`src/hdl/irtt_pkg.sv`:
```
// Package for the IOMMU range translation table: sizes, codes, the entry
// layout and the controller states. Depends on nothing else.
`timescale 1ns / 1ps

package irtt_pkg;

  localparam int unsigned ENTRIES = 16;
  localparam int unsigned IDX_W   = (ENTRIES > 1) ? $clog2(ENTRIES) : 1;
  localparam int unsigned CNT_W   = $clog2(ENTRIES + 1) + 1;

  typedef enum logic [1:0] {
    MODE_MAP   = 2'd0,
    MODE_UNMAP = 2'd1,
    MODE_XLATE = 2'd2,
    MODE_NONE  = 2'd3
  } mode_e;

  typedef enum logic [2:0] {
    ST_OK         = 3'd0,
    ST_NOT_MAPPED = 3'd1,
    ST_PERM       = 3'd2,
    ST_NO_SPLIT   = 3'd3,
    ST_OVERLAP    = 3'd4,
    ST_FULL       = 3'd5
  } status_e;

  typedef enum logic [3:0] {
    S_IDLE,
    S_MAP_SCAN,
    S_MAP_WRITE,
    S_HOLD_SCAN,
    S_UNMAP_CHECK,
    S_NEXT_SCAN,
    S_XL_CALC1,
    S_XL_CALC2,
    S_DONE
  } state_e;

  typedef struct packed {
    logic [63:0] first;
    logic [63:0] last;
    logic [63:0] phys;
    logic [1:0]  perm;
  } entry_t;

  localparam int unsigned ENTRY_W = $bits(entry_t);

endpackage

```
`src/hdl/irtt_ram.sv`:
```
// Generic single-write, single-read RAM with a registered read port.
// Depends on nothing else.
`timescale 1ns / 1ps

module irtt_ram #(
  parameter int unsigned WIDTH = 8,
  parameter int unsigned DEPTH = 16,
  parameter int unsigned ADDR_W = (DEPTH > 1) ? $clog2(DEPTH) : 1
) (
  input  logic              clk_i,
  input  logic              we_i,
  input  logic [ADDR_W-1:0] waddr_i,
  input  logic [WIDTH-1:0]  wdata_i,
  input  logic [ADDR_W-1:0] raddr_i,
  output logic [WIDTH-1:0]  rdata_o
);

  logic [WIDTH-1:0] mem_q [DEPTH];

  always_ff @(posedge clk_i) begin
    if (we_i) begin
      mem_q[waddr_i] <= wdata_i;
    end
    rdata_o <= mem_q[raddr_i];
  end

endmodule

```
`src/hdl/iommu_range_translation_table.sv`:
```
// IOMMU range translation table: top level with the command sequencer.
// Depends on irtt_pkg and irtt_ram.
`timescale 1ns / 1ps

// Commands are handled by scans that read the entry RAM one slot per cycle: map
// and translate scan the table once, unmap may scan again after each removed range.
// One item is in work at a time; the next is taken in the cycle after the result
// moves to the output register.
// Reset clears the valid bits and the control state at once; the entry RAM is not
// cleared and is never read for a free slot.
module iommu_range_translation_table (
  input  logic        clk_i,
  input  logic        rst_ni,
  input  logic        in_valid_i,
  output logic        in_ready_o,
  input  logic [1:0]  mode_i,
  input  logic [63:0] start_addr_i,
  input  logic [63:0] end_addr_i,
  input  logic [63:0] map_phys_i,
  input  logic [1:0]  perm_i,
  input  logic [31:0] access_size_i,
  output logic        out_valid_o,
  input  logic        out_ready_i,
  output logic [2:0]  status_o,
  output logic [63:0] phys_addr_o,
  output logic [31:0] granted_size_o
);

  import irtt_pkg::*;

  state_e state_q, state_d;

  // Latched command of the item in work.
  mode_e       mode_q, mode_d;
  logic [63:0] s_q, s_d, e_q, e_d, phys_q, phys_d;
  logic [1:0]  perm_q, perm_d;
  logic [31:0] size_q, size_d;

  // Slot occupancy lives in flip-flops so that reset frees the table at once.
  logic [ENTRIES-1:0] valid_q, valid_d;

  // Scan pipeline: cnt_q issues RAM reads, chk_* tags the data returning now.
  logic [CNT_W-1:0] cnt_q, cnt_d;
  logic             chk_vld_q, chk_vld_d;
  logic [IDX_W-1:0] chk_idx_q, chk_idx_d;

  // The entry found by a scan, and the bound of the next-range search.
  entry_t           ent_q, ent_d;
  logic [IDX_W-1:0] cur_q, cur_d;
  logic             best_vld_q, best_vld_d;
  logic [63:0]      lo_q, lo_d;
  logic [63:0]      off_q, off_d, span_q, span_d;

  // Result staging and the output register.
  status_e     res_st_q, res_st_d;
  logic [63:0] res_pa_q, res_pa_d;
  logic [31:0] res_gs_q, res_gs_d;
  logic        out_vld_q, out_vld_d;
  status_e     out_st_q, out_st_d;
  logic [63:0] out_pa_q, out_pa_d;
  logic [31:0] out_gs_q, out_gs_d;

  // RAM signals.
  logic             ram_we;
  logic [IDX_W-1:0] ram_waddr;
  entry_t           ram_wdata, rdata;
  logic [ENTRY_W-1:0] rdata_raw;

  // Lowest free slot.
  logic [IDX_W-1:0] free_idx;
  logic             full;

  always_comb begin
    free_idx = '0;
    full     = 1'b1;
    for (int i = ENTRIES - 1; i >= 0; i--) begin
      if (!valid_q[i]) begin
        free_idx = IDX_W'(i);
        full     = 1'b0;
      end
    end
  end

  irtt_ram #(
    .WIDTH(ENTRY_W),
    .DEPTH(ENTRIES)
  ) u_ram (
    .clk_i  (clk_i),
    .we_i   (ram_we),
    .waddr_i(ram_waddr),
    .wdata_i(ram_wdata),
    .raddr_i(cnt_q[IDX_W-1:0]),
    .rdata_o(rdata_raw)
  );

  assign rdata = entry_t'(rdata_raw);

  assign ram_waddr = free_idx;
  assign ram_wdata = '{first: s_q, last: e_q, phys: phys_q, perm: perm_q};

  // Compare results for the entry coming out of the RAM this cycle.
  logic chk_live, chk_last;
  logic hit_ovl, hit_hold, hit_next;

  assign chk_live = chk_vld_q && valid_q[chk_idx_q];
  assign chk_last = chk_vld_q && (chk_idx_q == IDX_W'(ENTRIES - 1));
  assign hit_ovl  = chk_live && (s_q <= rdata.last) && (rdata.first <= e_q);
  assign hit_hold = chk_live && (rdata.first <= s_q) && (s_q <= rdata.last);
  assign hit_next = chk_live && (rdata.first >= lo_q) &&
                    (!best_vld_q || (rdata.first < ent_q.first));

  assign in_ready_o = (state_q == S_IDLE);

  always_comb begin
    state_d    = state_q;
    mode_d     = mode_q;
    s_d        = s_q;
    e_d        = e_q;
    phys_d     = phys_q;
    perm_d     = perm_q;
    size_d     = size_q;
    valid_d    = valid_q;
    cnt_d      = cnt_q;
    chk_vld_d  = 1'b0;
    chk_idx_d  = chk_idx_q;
    ent_d      = ent_q;
    cur_d      = cur_q;
    best_vld_d = best_vld_q;
    lo_d       = lo_q;
    off_d      = off_q;
    span_d     = span_q;
    res_st_d   = res_st_q;
    res_pa_d   = res_pa_q;
    res_gs_d   = res_gs_q;
    out_vld_d  = out_vld_q && !out_ready_i;
    out_st_d   = out_st_q;
    out_pa_d   = out_pa_q;
    out_gs_d   = out_gs_q;
    ram_we     = 1'b0;

    // Reads are issued for every scan state while slots remain.
    if (state_q == S_MAP_SCAN || state_q == S_HOLD_SCAN || state_q == S_NEXT_SCAN) begin
      if (cnt_q < CNT_W'(ENTRIES)) begin
        cnt_d     = cnt_q + 1'b1;
        chk_vld_d = 1'b1;
        chk_idx_d = cnt_q[IDX_W-1:0];
      end
    end

    unique case (state_q)
      S_IDLE: begin
        if (in_valid_i) begin
          mode_d   = mode_e'(mode_i);
          s_d      = start_addr_i;
          e_d      = end_addr_i;
          phys_d   = map_phys_i;
          perm_d   = perm_i;
          size_d   = access_size_i;
          res_st_d = ST_OK;
          res_pa_d = '0;
          res_gs_d = '0;
          cnt_d    = '0;
          unique case (mode_e'(mode_i))
            MODE_MAP: begin
              if (start_addr_i > end_addr_i) begin
                res_st_d = ST_OVERLAP;
                state_d  = S_DONE;
              end else begin
                state_d = S_MAP_SCAN;
              end
            end
            MODE_UNMAP, MODE_XLATE: state_d = S_HOLD_SCAN;
            default:                state_d = S_DONE;
          endcase
        end
      end

      S_MAP_SCAN: begin
        if (hit_ovl) begin
          res_st_d = ST_OVERLAP;
          state_d  = S_DONE;
        end else if (chk_last) begin
          state_d = S_MAP_WRITE;
        end
      end

      S_MAP_WRITE: begin
        if (full) begin
          res_st_d = ST_FULL;
        end else begin
          ram_we             = 1'b1;
          valid_d[free_idx]  = 1'b1;
        end
        state_d = S_DONE;
      end

      S_HOLD_SCAN: begin
        if (hit_hold) begin
          ent_d   = rdata;
          cur_d   = chk_idx_q;
          state_d = (mode_q == MODE_UNMAP) ? S_UNMAP_CHECK : S_XL_CALC1;
        end else if (chk_last) begin
          res_st_d = ST_NOT_MAPPED;
          state_d  = S_DONE;
        end
      end

      S_UNMAP_CHECK: begin
        if (ent_q.first > e_q) begin
          state_d = S_DONE;
        end else if (ent_q.last > e_q) begin
          res_st_d = ST_NO_SPLIT;
          state_d  = S_DONE;
        end else begin
          valid_d[cur_q] = 1'b0;
          if (&ent_q.last) begin
            state_d = S_DONE;
          end else begin
            // Walk on to the range that starts lowest above this one.
            lo_d       = ent_q.last + 64'd1;
            best_vld_d = 1'b0;
            cnt_d      = '0;
            state_d    = S_NEXT_SCAN;
          end
        end
      end

      S_NEXT_SCAN: begin
        if (hit_next) begin
          ent_d      = rdata;
          cur_d      = chk_idx_q;
          best_vld_d = 1'b1;
        end
        if (chk_last) begin
          state_d = (hit_next || best_vld_q) ? S_UNMAP_CHECK : S_DONE;
        end
      end

      S_XL_CALC1: begin
        if ((perm_q & ~ent_q.perm) != 2'b00) begin
          res_st_d = ST_PERM;
          state_d  = S_DONE;
        end else begin
          off_d   = s_q - ent_q.first;
          span_d  = ent_q.last - s_q;
          state_d = S_XL_CALC2;
        end
      end

      S_XL_CALC2: begin
        // Grant up to the end of the range, at most the requested size.
        res_pa_d = ent_q.phys + off_q;
        if (size_q == 32'd0) begin
          res_gs_d = '0;
        end else if (span_q >= {32'd0, size_q - 32'd1}) begin
          res_gs_d = size_q;
        end else begin
          res_gs_d = span_q[31:0] + 32'd1;
        end
        state_d = S_DONE;
      end

      S_DONE: begin
        if (!out_vld_q || out_ready_i) begin
          out_vld_d = 1'b1;
          out_st_d  = res_st_q;
          out_pa_d  = res_pa_q;
          out_gs_d  = res_gs_q;
          state_d   = S_IDLE;
        end
      end

      default: state_d = S_IDLE;
    endcase
  end

  always_ff @(posedge clk_i or negedge rst_ni) begin
    if (!rst_ni) begin
      state_q   <= S_IDLE;
      valid_q   <= '0;
      out_vld_q <= 1'b0;
      chk_vld_q <= 1'b0;
      cnt_q     <= '0;
    end else begin
      state_q   <= state_d;
      valid_q   <= valid_d;
      out_vld_q <= out_vld_d;
      chk_vld_q <= chk_vld_d;
      cnt_q     <= cnt_d;
    end
  end

  always_ff @(posedge clk_i) begin
    mode_q     <= mode_d;
    s_q        <= s_d;
    e_q        <= e_d;
    phys_q     <= phys_d;
    perm_q     <= perm_d;
    size_q     <= size_d;
    chk_idx_q  <= chk_idx_d;
    ent_q      <= ent_d;
    cur_q      <= cur_d;
    best_vld_q <= best_vld_d;
    lo_q       <= lo_d;
    off_q      <= off_d;
    span_q     <= span_d;
    res_st_q   <= res_st_d;
    res_pa_q   <= res_pa_d;
    res_gs_q   <= res_gs_d;
    out_st_q   <= out_st_d;
    out_pa_q   <= out_pa_d;
    out_gs_q   <= out_gs_d;
  end

  assign out_valid_o    = out_vld_q;
  assign status_o       = out_st_q;
  assign phys_addr_o    = out_pa_q;
  assign granted_size_o = out_gs_q;

endmodule

```
`config.mk`:
```
export PLATFORM = sky130hd
export DESIGN_NAME = iommu_range_translation_table
export DESIGN_NICKNAME = d
export VERILOG_FILES = /design/src/hdl/irtt_pkg.sv /design/src/hdl/irtt_ram.sv /design/src/hdl/iommu_range_translation_table.sv
export SDC_FILE = /design/constraint.sdc
export NUM_CORES = 2
export LEC_CHECK = 0
export BUFFER_PORTS_ARGS = -buffer_cell sky130_fd_sc_hd__buf_2
export CORE_MARGIN = 1
export CORE_UTILIZATION = 50
export CTS_CLUSTER_SIZE = 28
export DETAILED_ROUTE_END_ITERATION = 8
export GPL_TIMING_DRIVEN = 0
export PLACE_DENSITY = 0.66
export SLEW_MARGIN = 20
export SYNTH_ARGS = -nofsm -noshare
export SYNTH_HDL_FRONTEND = slang
export SYNTH_SLANG_ARGS = --single-unit
```
`constraint.sdc`:
```
create_clock -name clk_i -period 28.8 [get_ports clk_i]
set_input_delay 2.88 -clock clk_i [delete_from_list [all_inputs] [get_ports clk_i]]
set_output_delay 2.88 -clock clk_i [all_outputs]
set_load 0.01 [all_outputs]
```
==> results.txt <==
The path type of the worst min-delay path is flop to flop. The layout overhead on the synthesized area is 15.9%. The post-layout instance count excluding filler cells is 16,900. Of all nets on the critical path, the largest fanout is 17. The number of storage elements in the synthesis netlist is 4,147. The number of nets produced by synthesis came out at 11,700.

The destination of the worst register-to-register timing path is lo_q[1]. The via count normalized by instance count came out at 6.36. The worst stage delay on the critical path came out at 0.87 ns. In the finished design, the share of the clock period the worst path needs comes to 22.7%. The count of flip-flops with a built-in enable after synthesis came out at 3,925. The global route total overflow came out at 0. The buffer levels on the longest clock path is 4. Once detail routing completed, the nets flagged for antenna violations numbered 0. The area taken by flip-flops and latches came out at 0.122 mm2.

The critical path goes through inv_1 > ha_1 > a41oi_1 > o21ai_1 > a221oi_1 > o21ai_1 > a221o_1 > a31oi_1 > a2bb2oi_2 > o21ai_1 > nor3_4 > buf_8 > buf_8 > buf_8 > buf_8. The post-placement setup slack came out at 21.85 ns. The peak supply drop is 0.0000758 V. The most critical setup path has its startpoint at e_q[50]. In this run the standard cell core region covers 0.349 mm2. The total negative setup slack is 0 ns. In this run the number of H-tree levels came out at 5. The slack of the worst reg-to-reg path came out at 22.26 ns. The number of distinct library cells after synthesis is 103.

The length in cells of the worst reg-to-reg path came out at 15. Summing over every cut layer, the via total after detailed routing is 107,000. The count of synthesis-stage warnings from yosys came out at 0. The headroom to the max-slew limit came out at 12.2%. The kind of start point of the critical path is a flop.

The minimum period implied by the final worst setup slack came out at 6.54 ns. The actual transition at the worst max-transition pin came out at 1.31 ns. The instance area at placement is 0.189 mm2. The die outline area came out at 0.353 mm2. In the layout the commonest cells are sky130_fd_sc_hd__edfxtp_1 (3,925), sky130_fd_sc_hd__ha_1 (739), sky130_fd_sc_hd__mux2i_1 (616). The wire-length estimate of the detail-placed layout is 422,000 um. The most used flip-flop cell after synthesis is sky130_fd_sc_hd__edfxtp_1. The multi-input logic area is 0.0499 mm2. The sequential-to-total area share from yosys stat came out at 69.9%. The worst setup path is of the flop to flop kind.

The overall die width is 594 um. The placed cell count is 16,000. The max-slew violation count is 0. The routed wire length per instance is 33.7 um.

The source of the worst register-to-register timing path is e_q[50]. The cts-stage hold buffer count came out at 0. Among all stages on the critical path, the largest delay is contributed by sky130_fd_sc_hd__edfxtp_1. Entering global routing, the biggest net connects 57 pins. The effective utilization at floorplan came out at 50.2%. The data arrival time of the worst path came out at 7.22 ns. The via count of the first global-routing pass came out at 104,000. The number of buffers added for setup after CTS is 0. The worst setup slack after layout is 22.26 ns. The later pin in the worst-skew pair is clocked with a latency of 1.04 ns. The number of hold violations in the final report was 0. Setup repair after global routing left no endpoint under its margin. At the end of routability-driven placement, the weighted congestion stood at 0.998. The number of sinks handled by clock tree synthesis is 4,147. The first global-routing pass estimated 784,000 um of wire. The maximum operating frequency is 153 MHz. Setup violations remaining at the end of the flow were counted as 0. The final cell utilization of the core came out at 58.2%.

The ratio of cells with drive above 1 in the final layout came out at 17.4%. The total number of placement rows came out at 217. 333 I/O pins were placed.

With fillers left out, the area of the finished cells amounts to 0.203 mm2. For this block, the routed nets add up to 568,000 um of wire. In the routed design, unresolved DRC markers number 0.

The run finished with clean final reports. The number of cells on the critical path came out at 15. The number of buffers added on ports is 332. The required time reported for the critical path endpoint is 29.48 ns.

Among the stages of the critical path, the cell type that occurs most often is sky130_fd_sc_hd__buf_8. The count of mapped cells out of synthesis came out at 10,800. The detailed-router iteration count before antenna repair is 6. The initial antenna violation count came out at 45. The die height came out at 594 um. The leakage power of the design came out at 72.3 nW. The filler cells instantiated in the layout total 26,200. The max-capacitance violation count came out at 0. The most common library cell in the layout ignoring fill and taps is sky130_fd_sc_hd__edfxtp_1. The violation count after the first detailed-route iteration is 14,300. The number of buffers added by the clock tree synthesis step came out at 418. On the final layout, the worst clock skew is 0.130 ns.

The mapped netlist covers 0.175 mm2. In this run, post-CTS repair resized a total of 0 instances. The total power per unit cell area is 89.3 mW/mm2. The most critical setup path has its endpoint at lo_q[1]. After synthesis, the mean cell area works out to 16.3 um2.

The root buffer cell is sky130_fd_sc_hd__clkbuf_16. The kind of cell with the highest combined delay along the critical path is compound AO/OA/AOI/OAI gates. TritonCTS built the clock tree. The post-layout net count came out at 12,800. STA classifies the critical path endpoint as a flop. The buffer and inverter count on the worst path is 5.

The share of async-settable or async-resettable flops after synthesis came out at 0.675%. In the global route stage, overall resource usage came out at 31.6%. The count of cells along the worst hold path is 0. The clock-pin slew on the worst setup and hold paths is 0.06 ns.
[state kept, by name (all words and copies together), names as in the netlist, 64 cells and up]
signal,flops
s_q,64
u_ram.rdata_o,194
res_pa_q,64
e_q,64
lo_q,64
off_q,64
ent_q,194
u_ram.mem_q,3104
phys_q,64
phys_addr_o,64
span_q,64
[cells by family after synthesis]
kind of cell               Yosys count  share of synthesized area, %
adders and majority gates          742                          5.31
buffers and inverters              861                          1.86
AOI/OAI and AO/OA                 2122                          7.74
DFF                               4147                          69.9
xor gates and xnor gates           297                          1.48
muxes                             1204                          9.83
and+or+nand+nor                   1390                          3.90
[routing by layer]
metal	track usage (%)	routed length [um]
met1	43.8	226000
met2	47.7	252000
met3	7.88	62500
met4	13.6	27900
met5	0	166
[how the worst min path moves through the flow]
stage                            to  slack (ns)              start
after floorplan            ent_q[0]        0.39   u_ram.rdata_o[0]
after global placement    ent_q[28]        0.39  u_ram.rdata_o[28]
after detailed placement   ent_q[1]        0.39   u_ram.rdata_o[1]
after CTS                 ent_q[51]        0.36  u_ram.rdata_o[51]
after global routing      ent_q[40]        0.36  u_ram.rdata_o[40]
final                     ent_q[42]        0.36  u_ram.rdata_o[42]
[cell usage after synthesis, drive strengths merged (24+ instances only)]
| library cell | n | area, um2 |
|---|---|---|
| buf | 94 | 380 |
| nor4 | 32 | 213 |
| nand4 | 185 | 1170 |
| mux2i | 616 | 6170 |
| nor2b | 57 | 357 |
| ha | 739 | 9250 |
| and3 | 49 | 309 |
| a21o | 310 | 2330 |
| edfxtp | 3925 | 118000 |
| nand2b | 39 | 244 |
| xnor2 | 194 | 1700 |
| a211oi | 24 | 185 |
| a31oi | 34 | 219 |
| clkbuf | 304 | 1140 |
| o21a | 36 | 270 |
| dfxtp | 194 | 3880 |
| o21bai | 33 | 248 |
| inv | 463 | 1740 |
| mux4 | 395 | 8900 |
| a22oi | 197 | 1480 |
| dfrtp | 28 | 701 |
| a221oi | 200 | 1760 |
| a21oi | 564 | 2840 |
| xor2 | 103 | 902 |
| nand2 | 413 | 1550 |
| nand3 | 98 | 490 |
| nor2 | 328 | 1240 |
| mux2 | 193 | 2170 |
| o21ai | 573 | 2880 |
| nor3 | 73 | 385 |
[where the power goes]
group / total, mW / internal (mW) / switching, mW
Combinational: 4.63 / 1.69 / 2.93
Clock: 5.49 / 3.11 / 2.38
Sequential: 8.03 / 7.40 / 0.630
[metrics by stage]
stage | hold slack [ns] | total power, mW
floorplan | 0.386 | 10.5
global placement | 0.389 | 12.6
detailed placement | 0.389 | 12.6
CTS | 0.360 | 18.1
global route | 0.364 | 18.7
finish | 0.358 | 18.1
[final cells by class]
cell class | count | area share (%)
diodes | 27 | 0.0333
well taps | 4599 | 2.83
multi-input cells | 5755 | 24.5
clock buffers | 555 | 5.58
repair buffers | 688 | 3.80
clock inverters | 228 | 1.26
flip-flops and latches | 4147 | 60.3
plain buffers | 398 | 0.824
inverters | 463 | 0.855
No activity file was read; power rests on OpenSTA's default activity.
